[config.mk]
export PLATFORM = sky130hd
export DESIGN_NAME = avm_arith
export DESIGN_NICKNAME = d
export VERILOG_FILES = /design/src/avm_pkg.sv /design/src/avm_arith.sv
export SDC_FILE = /design/constraint.sdc
export NUM_CORES = 1
export LEC_CHECK = 0
export ABC_AREA = 0
export BUFFER_PORTS_ARGS = -buffer_cell sky130_fd_sc_hd__buf_4
export CORE_ASPECT_RATIO = 1.4
export CORE_UTILIZATION = 54
export CTS_BUF_LIST = sky130_fd_sc_hd__clkbuf_16
export DETAILED_ROUTE_END_ITERATION = 10
export MAX_ROUTING_LAYER = met4
export PLACE_DENSITY = 0.77
export SYNTH_ARGS = -nofsm -noshare
export SYNTH_HDL_FRONTEND = slang
export SYNTH_SLANG_ARGS = --single-unit
[constraint.sdc]
create_clock -name clock -period 4.15 [get_ports clock]
set_input_delay 0.83 -clock clock [delete_from_list [all_inputs] [get_ports clock]]
set_output_delay 0.83 -clock clock [all_outputs]
set_load 0.02 [all_outputs]
[src/avm_pkg.sv]
// ============================================================================
// Accumulator machine execute unit package
// Shared types, opcode and mode codes, and the instruction decoder used by the
// execute unit, the arithmetic unit and the data memory.
// ============================================================================
package avm_pkg;

   localparam int AVM_DATA_BYTES = 1024;
   localparam int BYTE_W         = 8;
   localparam int WORD_W         = 32;

   localparam logic [7:0] OPC_NOP_A    = 8'h01;
   localparam logic [7:0] OPC_NOP_B    = 8'h02;
   localparam logic [7:0] OPC_READ_IN  = 8'h03;
   localparam logic [7:0] OPC_STORE    = 8'h04;
   localparam logic [7:0] OPC_LOAD     = 8'h05;
   localparam logic [7:0] OPC_LOAD_IMM = 8'h06;
   localparam logic [7:0] OPC_ADD      = 8'h07;
   localparam logic [7:0] OPC_SUB      = 8'h08;
   localparam logic [7:0] OPC_MUL      = 8'h09;
   localparam logic [7:0] OPC_DIV      = 8'h0a;
   localparam logic [7:0] OPC_NOP_C    = 8'h0b;
   localparam logic [7:0] OPC_NOP_D    = 8'h0c;
   localparam logic [7:0] OPC_CMP_MEM  = 8'h0d;
   localparam logic [7:0] OPC_CMP_IMM  = 8'h0e;
   localparam logic [7:0] OPC_JUMP     = 8'h10;
   localparam logic [7:0] OPC_NOP_E    = 8'h11;
   localparam logic [7:0] OPC_NOP_F    = 8'h12;
   localparam logic [7:0] OPC_HALT     = 8'hff;

   localparam logic [7:0] MODE_NONE   = 8'h01;
   localparam logic [7:0] MODE_MEM    = 8'h02;
   localparam logic [7:0] MODE_INPUT  = 8'h04;

   localparam logic [7:0] COND_GT     = 8'h01;
   localparam logic [7:0] COND_GE     = 8'h02;
   localparam logic [7:0] COND_LT     = 8'h03;
   localparam logic [7:0] COND_LE     = 8'h04;
   localparam logic [7:0] COND_EQ     = 8'h05;
   localparam logic [7:0] COND_NE     = 8'h06;
   localparam logic [7:0] COND_ALWAYS = 8'h07;
   localparam logic [7:0] COND_BACK   = 8'h08;

   localparam logic [WORD_W-1:0] STEP_INSTR = 32'd6;
   localparam logic [WORD_W-1:0] STEP_BAD   = 32'd1;
   localparam logic [WORD_W-1:0] STEP_NONE  = 32'd0;

   typedef enum logic [1:0] {
      STATUS_OK,
      STATUS_DIV_ZERO,
      STATUS_HALTED,
      STATUS_UNKNOWN
   } status_type;

   typedef enum logic [3:0] {
      ACT_DATA,
      ACT_HALT,
      ACT_BAD,
      ACT_NOP,
      ACT_IN_ST,
      ACT_ACC_ST,
      ACT_LD,
      ACT_LDI,
      ACT_ADD,
      ACT_SUB,
      ACT_MUL,
      ACT_DIV,
      ACT_CMP_M,
      ACT_CMP_I,
      ACT_JMP_M,
      ACT_JMP_B
   } action_type;

   typedef enum logic [1:0] {
      AOP_ADD,
      AOP_SUB,
      AOP_MUL,
      AOP_DIV
   } arith_op_type;

   typedef enum logic [1:0] {
      AR_IDLE,
      AR_RUN,
      AR_FIX
   } arith_state_type;

   typedef enum logic [2:0] {
      EX_IDLE,
      EX_OFFSET,
      EX_ROUTE,
      EX_READ,
      EX_WRITE,
      EX_EXEC,
      EX_ALU,
      EX_FINISH
   } exec_state_type;

   typedef struct packed {
      logic               func;
      logic [7:0]         opcode;
      logic [7:0]         mode;
      logic signed [31:0] operand;
      logic signed [31:0] input_value;
      logic [9:0]         load_address;
      logic [7:0]         load_byte;
   } req_type;

   typedef struct packed {
      status_type         status;
      logic signed [31:0] pc_step;
      logic signed [31:0] accumulator_out;
      logic signed [31:0] compare_out;
   } rsp_type;

   typedef struct packed {
      logic         start;
      arith_op_type op;
   } arith_cmd_type;

   typedef struct packed {
      logic              done;
      logic [WORD_W-1:0] result;
      logic [WORD_W-1:0] remainder;
   } arith_rsp_type;

   function automatic logic jump_taken(input logic [7:0] cond, input logic signed [31:0] cmp);
      logic taken;
      case (cond)
         COND_GT: taken = (cmp > 32'sd0);
         COND_GE: taken = (cmp >= 32'sd0);
         COND_LT: taken = (cmp < 32'sd0);
         COND_LE: taken = (cmp <= 32'sd0);
         COND_EQ: taken = (cmp == 32'sd0);
         COND_NE: taken = (cmp != 32'sd0);
         default: taken = 1'b1;
      endcase
      return taken;
   endfunction

   function automatic action_type decode_action(
      input logic               func,
      input logic [7:0]         opcode,
      input logic [7:0]         mode,
      input logic signed [31:0] cmp
   );
      action_type act;
      act = ACT_BAD;
      if (!func) begin
         act = ACT_DATA;
      end else if (opcode == OPC_HALT) begin
         act = ACT_HALT;
      end else begin
         case (opcode)
            OPC_NOP_A, OPC_NOP_B, OPC_NOP_C, OPC_NOP_D, OPC_NOP_E, OPC_NOP_F: begin
               if (mode == MODE_NONE) act = ACT_NOP;
            end
            OPC_READ_IN: begin
               if (mode == MODE_INPUT) act = ACT_IN_ST;
            end
            OPC_STORE: begin
               if (mode == MODE_MEM) act = ACT_ACC_ST;
            end
            OPC_LOAD: begin
               if (mode == MODE_MEM) act = ACT_LD;
            end
            OPC_LOAD_IMM: begin
               if (mode == MODE_MEM) act = ACT_LDI;
            end
            OPC_ADD: begin
               if (mode == MODE_MEM) act = ACT_ADD;
            end
            OPC_SUB: begin
               if (mode == MODE_MEM) act = ACT_SUB;
            end
            OPC_MUL: begin
               if (mode == MODE_MEM) act = ACT_MUL;
            end
            OPC_DIV: begin
               if (mode == MODE_MEM) act = ACT_DIV;
            end
            OPC_CMP_MEM: begin
               if (mode == MODE_MEM) act = ACT_CMP_M;
            end
            OPC_CMP_IMM: begin
               if (mode == MODE_MEM) act = ACT_CMP_I;
            end
            OPC_JUMP: begin
               if (mode == COND_BACK) begin
                  act = ACT_JMP_B;
               end else if (mode >= COND_GT && mode <= COND_ALWAYS) begin
                  act = jump_taken(mode, cmp) ? ACT_JMP_M : ACT_NOP;
               end
            end
            default: act = ACT_BAD;
         endcase
      end
      return act;
   endfunction

   function automatic logic needs_memory(input action_type act);
      logic need;
      case (act)
         ACT_DATA, ACT_IN_ST, ACT_ACC_ST, ACT_LD, ACT_ADD, ACT_SUB, ACT_MUL,
         ACT_DIV, ACT_CMP_M, ACT_JMP_M: need = 1'b1;
         default: need = 1'b0;
      endcase
      return need;
   endfunction

endpackage

[src/avm_arith.sv]
// ============================================================================
// Accumulator machine arithmetic unit
// One shared adder used for a single add or subtract, a shift-and-add
// multiply and a restoring signed divide, one bit per cycle.
// ============================================================================
module avm_arith (
   input  logic                         clock,
   input  logic                         reset,
   input  avm_pkg::arith_cmd_type       cmd,
   input  logic [avm_pkg::WORD_W-1:0]   a,
   input  logic [avm_pkg::WORD_W-1:0]   b,
   output avm_pkg::arith_rsp_type       rsp
);
   import avm_pkg::*;

   arith_state_type   state_ff, state_in;
   arith_op_type      op_ff, op_in;
   logic [4:0]        cnt_ff, cnt_in;
   logic [WORD_W-1:0] acc_ff, acc_in;
   logic [WORD_W-1:0] sha_ff, sha_in;
   logic [WORD_W-1:0] shb_ff, shb_in;
   logic              negq_ff, negq_in;
   logic              negr_ff, negr_in;
   logic              done_ff, done_in;
   logic [WORD_W-1:0] result_ff, result_in;
   logic [WORD_W-1:0] rem_ff, rem_in;
   logic [WORD_W:0]   add_x;
   logic [WORD_W-1:0] add_y;
   logic              add_sub;
   logic [WORD_W+1:0] sum;

   always_comb begin
      add_x   = {1'b0, acc_ff};
      add_y   = shb_ff;
      add_sub = 1'b0;
      case (op_ff)
         AOP_ADD: add_sub = 1'b0;
         AOP_SUB: add_sub = 1'b1;
         AOP_MUL: add_y = sha_ff;
         AOP_DIV: begin
            add_x   = {acc_ff, sha_ff[WORD_W-1]};
            add_sub = 1'b1;
         end
         default: add_sub = 1'b0;
      endcase
      sum = {1'b0, add_x} + (add_sub ? ~{2'b00, add_y} : {2'b00, add_y})
            + {{(WORD_W+1){1'b0}}, add_sub};
   end

   always_comb begin
      state_in  = state_ff;
      op_in     = op_ff;
      cnt_in    = cnt_ff;
      acc_in    = acc_ff;
      sha_in    = sha_ff;
      shb_in    = shb_ff;
      negq_in   = negq_ff;
      negr_in   = negr_ff;
      done_in   = 1'b0;
      result_in = result_ff;
      rem_in    = rem_ff;
      case (state_ff)
         AR_IDLE: begin
            if (cmd.start) begin
               op_in   = cmd.op;
               cnt_in  = '0;
               acc_in  = '0;
               sha_in  = a;
               shb_in  = b;
               negq_in = 1'b0;
               negr_in = 1'b0;
               case (cmd.op)
                  AOP_ADD, AOP_SUB: acc_in = a;
                  AOP_DIV: begin
                     sha_in  = a[WORD_W-1] ? -a : a;
                     shb_in  = b[WORD_W-1] ? -b : b;
                     negq_in = a[WORD_W-1] ^ b[WORD_W-1];
                     negr_in = a[WORD_W-1];
                  end
                  default: acc_in = '0;
               endcase
               state_in = AR_RUN;
            end
         end
         AR_RUN: begin
            case (op_ff)
               AOP_MUL: begin
                  if (shb_ff[0]) acc_in = sum[WORD_W-1:0];
                  sha_in = {sha_ff[WORD_W-2:0], 1'b0};
                  shb_in = {1'b0, shb_ff[WORD_W-1:1]};
               end
               AOP_DIV: begin
                  acc_in = sum[WORD_W+1] ? add_x[WORD_W-1:0] : sum[WORD_W-1:0];
                  sha_in = {sha_ff[WORD_W-2:0], ~sum[WORD_W+1]};
               end
               default: acc_in = sum[WORD_W-1:0];
            endcase
            cnt_in = cnt_ff + 5'd1;
            if (op_ff == AOP_ADD || op_ff == AOP_SUB || cnt_ff == 5'd31) begin
               state_in = AR_FIX;
            end
         end
         AR_FIX: begin
            done_in   = 1'b1;
            result_in = acc_ff;
            rem_in    = acc_ff;
            if (op_ff == AOP_DIV) begin
               result_in = negq_ff ? -sha_ff : sha_ff;
               rem_in    = negr_ff ? -acc_ff : acc_ff;
            end
            state_in = AR_IDLE;
         end
         default: state_in = AR_IDLE;
      endcase
   end

   always_ff @(posedge clock) begin
      if (reset) begin
         state_ff <= AR_IDLE;
         done_ff  <= 1'b0;
      end else begin
         state_ff <= state_in;
         done_ff  <= done_in;
      end
   end

   always_ff @(posedge clock) begin
      op_ff     <= op_in;
      cnt_ff    <= cnt_in;
      acc_ff    <= acc_in;
      sha_ff    <= sha_in;
      shb_ff    <= shb_in;
      negq_ff   <= negq_in;
      negr_ff   <= negr_in;
      result_ff <= result_in;
      rem_ff    <= rem_in;
   end

   assign rsp = '{done: done_ff, result: result_ff, remainder: rem_ff};

endmodule

==> results of run 1 <==
state kept, by name, summed over array words and instances, names as in the netlist:
register and flops:
acc_ff 32, result_ff 32, sha_ff 32, rem_ff 32, negr_ff 1, op_ff 2, cnt_ff 5, shb_ff 32
state_ff 2, negq_ff 1, done_ff 1
per-layer routing:
metal	vias to the layer above	routed length, um
met4	0	920
met5	-	0
met2	416	16400
met3	73	2360
met1	5116	15400
li1	5218	-
synthesized netlist by cell type (8+ instances only):
library cell	instances	area, um^2
nand2_1	217	815
edfxtp_1	169	5070
o21ai_0	148	741
a21oi_1	117	586
xnor2_1	78	683
xor2_1	71	622
clkbuf_1	69	259
nor2_1	66	248
nor2b_1	41	257
ha_1	37	463
inv_1	37	139
nand3_1	37	185
a211oi_1	36	270
o21ai_1	26	130
nor3_1	24	120
a31oi_1	14	87.6
o31ai_1	14	105
and3_1	13	81.3
o211ai_1	13	97.6
or3_1	11	68.8
a21o_1	10	75.1
nor4_1	9	56.3
o21bai_1	9	67.6
nand2b_1	8	50.1
o41ai_1	8	70.1
cell usage in the layout, fill, tap and decap left out, types with 4 or more instances in the layout:
cell | Yosys | routed
or3_1 | 11 | 11
a21o_1 | 10 | 10
nor4_4 | 4 | 4
o41ai_1 | 8 | 8
xnor2_1 | 78 | 78
a21oi_1 | 117 | 115
o21bai_1 | 9 | 9
or4_1 | 7 | 7
a21oi_2 | 4 | 6
and2_1 | 7 | 7
nor2b_1 | 41 | 39
inv_1 | 37 | 37
ha_1 | 37 | 37
clkbuf_16 | 0 | 17
a211oi_1 | 36 | 36
buf_4 | 3 | 165
nand2_1 | 217 | 215
o211ai_1 | 13 | 13
nor2_1 | 66 | 66
o31ai_1 | 14 | 14
edfxtp_1 | 169 | 169
mux2i_1 | 5 | 5
o21ai_0 | 148 | 147
nor3_1 | 24 | 24
xor2_1 | 71 | 71
nand2b_1 | 8 | 7
clkinv_4 | 0 | 4
a31oi_1 | 14 | 14
or4_4 | 7 | 7
nand4_1 | 7 | 7
nor4_1 | 9 | 9
nand3_1 | 37 | 37
o21ai_1 | 26 | 26
or2_2 | 4 | 4
and3_1 | 13 | 13
clkinv_1 | 0 | 4
power by group:
| group | internal [mW] | switching, mW | total (mW) | leakage, nW |
|---|---|---|---|---|
| Combinational | 0.789 | 1.16 | 1.95 | 3.50 |
| Clock | 0.760 | 0.716 | 1.48 | 0.250 |
| Sequential | 2.16 | 0.251 | 2.41 | 1.65 |
through the flow:
step	hold WS [ps]	cell area [um^2]	TNS (ps)
after floorplan	537	12300	0
after global placement	566	13700	0
after detailed placement	567	13700	0
after CTS	543	14200	0
after global routing	545	14200	-10.1
final	546	14200	0
worst paths after layout:
path	depth (start not counted)	startpoint	end
max	15	op_ff[1]	acc_ff[16]
min	2	reset	done_ff
max reg2reg	15	op_ff[1]	acc_ff[16]
min reg2reg	2	shb_ff[3]	shb_ff[2]
layout make-up:
class                           count  area (um^2)
Clock buffer                       17          425
Fill cell                        1940         8220
Tap cell                          301          377
Multi-Input combinational cell   1090         6740
Inverter                           37          139
Sequential cell                   172         5130
Clock inverter                     15          100
Timing Repair Buffer              169         1310
logic make-up (layout without fill, tap and decap cells):
group | Yosys count | after routing | synth area share (%)
adders and majority gates | 38 | 38 | 3.92
DFF | 172 | 172 | 41.7
muxes | 5 | 5 | 0.406
buffers and inverters | 120 | 238 | 4.08
xor gates and xnor gates | 149 | 149 | 10.6
and+or+nand+nor | 475 | 475 | 19.0
AOI/OAI and AO/OA | 423 | 423 | 20.3
==> results.cfg, run 1 <==
[timing]
hold_viol_final = 0
maxSlewViolCount = 0
fin_crit_sh_pct = 93.9
rsz0062_at_grt = true
min_period_ps = 3900
layout_setup_ws_ps = 251
worst_pin_slew_ps = 1040
skew_ps = 12.4
setup_violations = 0
max_freq_mhz = 256
max-slew-margin-rel_pct = 30.4

[cts]
ctsHoldBuffers = 0
h-tree-depth = 4
cts_root_buf = clkbuf_16
clk_pin_slew_ps = 70
cts_buffers = 17
clock_path_buffers = 2
clock_latency_ps = 450
cts_sinks = 172
cts_resized = 0
cts_tree = yes
post_cts_buffers = 0

[setup_path]
cp_max_fo = 39
reg2reg_slack_ps = 250
crit_chain = buf_12 > and2_1 > buf_12 > a21oi_1 > nand2_1 > fa_1 > a21o_1 > a221oi_1 > o41ai_1 > o21a_1 > a21oi_1 > o21bai_1 > a21oi_1 > mux2i_1 > nand2_1
cp_common_cell = a21oi_1
crit_arrival_ps = 4110
worst_path_largest_cell_delay_ps = 490
crit_path_end_kind = register
cp.buffers_inverters = 2
start_kind = register
critical_path_class = register to register
cp_top_family = compound AO/OA/AOI/OAI gates
cp_slowest_cell = edfxtp_1
cp.required_ps = 4360

[detailed_routing]
vias = 10800
antenna_left = 0
drc = 0
avgViaCountPerCell = 6.01
drt-initial-drc-count = 848
wirelength_um = 35100
wl_per_cell_um = 19.5
drt_pre_antenna_iters = 6

[yosys]
ys.flop_type = edfxtp_1
synthCells = 1382
yosys_warnings = 0
synth-edff-count = 169
synth.avg_cell_area_um2 = 8.91
ys_ff_latch = 172
yosysSeqAreaShare_pct = 41.7
async_flop_share_pct = 0
synth_cell_types = 65
syn_area_mm2 = 0.0123
syn_nets = 1489

[placement]
pre_cts_ws_ps = 205
io_buffers = 133
gp_congestion = 0.982
dp.final_hpwl_um = 26400
dp.cells = 1769

[pwr]
powerDensity_mw_per_mm2 = 410
power_mw = 5.84
peakVddDrop_mv = 0.297
leakage_nw = 5.40

[global_route]
grt_start_max_net_pins = 131
grt.met1_usage_pct = 43.5
grt_util_all_layers_pct = 31.9
busiest_layer = met2
grt_pass1_vias = 10100
grt_pass1_wl_um = 55000
grtUsageMet2_pct = 49.2
grt_overflow = 0
met3_usage_pct = 3.94
antenna_found_initial = 0

[die]
ioPinCount = 134
die_w_um = 130
core_mm2 = 0.0224
start_util_pct = 54.9
dieArea_mm2 = 0.0234
row_count = 65
die_h_um = 181

[final_layout]
diodes = 0
area.growth.synth_to_final_pct = 15.5
final_cell_count_no_fill = 1801
final_core_util_pct = 63.4
drive_gt1_share_pct = 15.9
layout.nets = 1594

[run]
cap_violations = 0

[status]
outcome = finished clean

[hold_path]
hold_class = input port to register
Power figures use the tool's default switching activity.
==> run 2, diff against run 1 <==
--- a/config.mk
+++ b/config.mk
@@ -8,11 +8,10 @@
 export ABC_AREA = 0
 export BUFFER_PORTS_ARGS = -buffer_cell sky130_fd_sc_hd__buf_4
 export CORE_ASPECT_RATIO = 1.4
-export CORE_UTILIZATION = 54
+export CORE_UTILIZATION = 30
 export CTS_BUF_LIST = sky130_fd_sc_hd__clkbuf_16
 export DETAILED_ROUTE_END_ITERATION = 10
 export MAX_ROUTING_LAYER = met4
-export PLACE_DENSITY = 0.77
 export SYNTH_ARGS = -nofsm -noshare
 export SYNTH_HDL_FRONTEND = slang
 export SYNTH_SLANG_ARGS = --single-unit
==> constraint.sdc (replaced) <==
create_clock -name clock -period 4.6 [get_ports clock]
set_input_delay 0.92 -clock clock [delete_from_list [all_inputs] [get_ports clock]]
set_output_delay 0.92 -clock clock [all_outputs]
set_load 0.02 [all_outputs]
==> run 2 against run 1 <==
  * Count of clock-buffer cells in the layout is the same
  * Die area grew 79%
  * Total power shrank 8.3%
  * Via count shrank 2.3%
  * Setup slack gained 270 ps
  * Sequential power shrank 9.5%
  * Sequential cell count is the same
  * Clock skew shrank 0.87 ps
  * Cell area grew 1.5%
  * Worst hold slack gained 41 ps
==> results.cfg, run 2 (same netlist as run 1, synthesis figures left out) <==
[cts]
clock_latency_ps = 460
clock_path_buffers = 2
clk_pin_slew_ps = 70
cts_root_buf = clkbuf_16
ctsHoldBuffers = 0
h-tree-depth = 4
cts_tree = yes
cts_resized = 0
cts_sinks = 172
cts_buffers = 17
post_cts_buffers = 0

[final_layout]
area.growth.synth_to_final_pct = 17.2
final_cell_area_mm2 = 0.0144
layout_commonest_cell = nand2_1
mostFrequentLayoutCells = nand2_1, edfxtp_1, buf_4
drive_gt1_share_pct = 15.1
final_core_util_pct = 35.7
layout.nets = 1585

[pwr]
leakage_nw = 5.37
intPower_mw = 3.40
p_sw_share_pct = 36.5
peakVddDrop_mv = 0.203
combPwrFrac_pct = 32.7
seqPwrFrac_pct = 40.7
powerDensity_mw_per_mm2 = 371
clock_power_share_pct = 26.6
p_switching_mw = 1.95

[setup_path]
crit_path_end_kind = register
cp.required_ps = 4800
start_kind = register
cp.buffers_inverters = 2
cp_top_family = compound AO/OA/AOI/OAI gates
cp_max_fo = 32
crit_chain = buf_4 > nor2b_1 > a211oi_1 > a21oi_1 > ha_1 > nand4_1 > or2_1 > a21oi_1 > a21oi_1 > o21ai_1 > a211oi_1 > buf_4 > o41ai_1 > xnor2_1 > o21ai_1
crit_arrival_ps = 4280
critical_path_class = register to register
cp_slowest_cell = o41ai_1
worst_path_largest_cell_delay_ps = 450
cp_common_cell = a21oi_1

[die]
core_mm2 = 0.0404
start_util_pct = 30.5
die_w_um = 173
ioPinCount = 134
dieArea_mm2 = 0.0419
row_count = 87
die_h_um = 242

[detailed_routing]
avgViaCountPerCell = 5.22
vias = 10600
antenna_left = 0
wl_per_cell_um = 19.2
drc = 0
drt-initial-drc-count = 913
drt_pre_antenna_iters = 5
wirelength_um = 38900

[timing]
maxSlewViolCount = 0
setup_tns_ps = 0
setup_violations = 0
worst_pin_slew_ps = 1150
skew_ps = 11.6
min_period_ps = 4080
max_freq_mhz = 245
fin_crit_sh_pct = 88.7
hold_viol_final = 0
rsz0062_at_grt = false
max-slew-margin-rel_pct = 23.2

[global_route]
grt_overflow = 0
grt_pass1_vias = 10200
grt_util_all_layers_pct = 19.1
antenna_found_initial = 1
grt_pass1_wl_um = 59700
grt_start_max_net_pins = 114

[placement]
io_buffers = 133
gp_congestion = 0.969
dp.final_hpwl_um = 30000
placed_cell_area_mm2 = 0.0139

[status]
outcome = finished clean

[hold_path]
hold_class = register to register

[run]
cap_violations = 0
## run 2: cell types whose count changed in the layout (fill, tap and decap cells not counted), moves of 2 or more
cell      before  now
clkinv_1       4    1
a21oi_2        6    4
inv_6          2    7
buf_4        165  158
a21oi_1      115  117
clkinv_4       4    2
## run 2: layout make-up
class | count | area, um^2
Tap cell | 534 | 668
Clock inverter | 15 | 136
Multi-Input combinational cell | 1090 | 6700
Clock buffer | 17 | 425
Antenna cell | 1 | 2.50
Timing Repair Buffer | 160 | 1230
Fill cell | 4177 | 25900
Inverter | 37 | 139
Sequential cell | 172 | 5130
## run 2: layer usage
layer / part of all wire [%] / vias up / wire length [um] / global-route usage, %
li1: - / 5204 / - / -
met4: 1.9 / 0 / 737 / 5.60
met1: 45 / 5058 / 17500 / 24.3
met5: 0 / - / 0 / -
met3: 4.7 / 37 / 1840 / 3.18
met2: 48 / 273 / 18800 / 31.1
## run 2: power groups by stage
stage	sequential, mW	combinational, mW	clock, mW
floorplan	2.12	1.24	0
global placement	2.20	1.74	0
detailed placement	2.21	1.74	0
CTS	2.18	1.74	1.45
global route	2.20	1.93	1.50
finish	2.18	1.75	1.42
## run 2: worst paths after layout
| path | startpoint | endpoint | slack, ps | cells past startpoint |
|---|---|---|---|---|
| worst max-delay path | op_ff[1] | acc_ff[31] | 520 | 15 |
| worst max register to register | op_ff[1] | acc_ff[31] | 520 | 15 |
| worst min register to register | shb_ff[9] | shb_ff[8] | 590 | 2 |
| worst min-delay path | shb_ff[9] | shb_ff[8] | 590 | 2 |
## run 2: worst reg2reg max path, cell delays in order (launching register included)
cell and delay, ps:
edfxtp_1 390, buf_4 340, nor2b_1 100, a211oi_1 220, a21oi_1 120, ha_1 410
nand4_1 150, or2_1 230, a21oi_1 290, a21oi_1 140, o21ai_1 380, a211oi_1 150
buf_4 180, o41ai_1 450, xnor2_1 180, o21ai_1 70
## run 2: metrics by stage
step                      total power [mW]  hold slack, ps  setup WS, ps  cells
after global placement                3.95             569           645   1993
final                                 5.35             587           519   2026
after CTS                             5.37             593           554   2025
after detailed placement              3.95             574           578   1993
after global routing                  5.64             620           259   2026
after floorplan                       3.35             537           548   1382
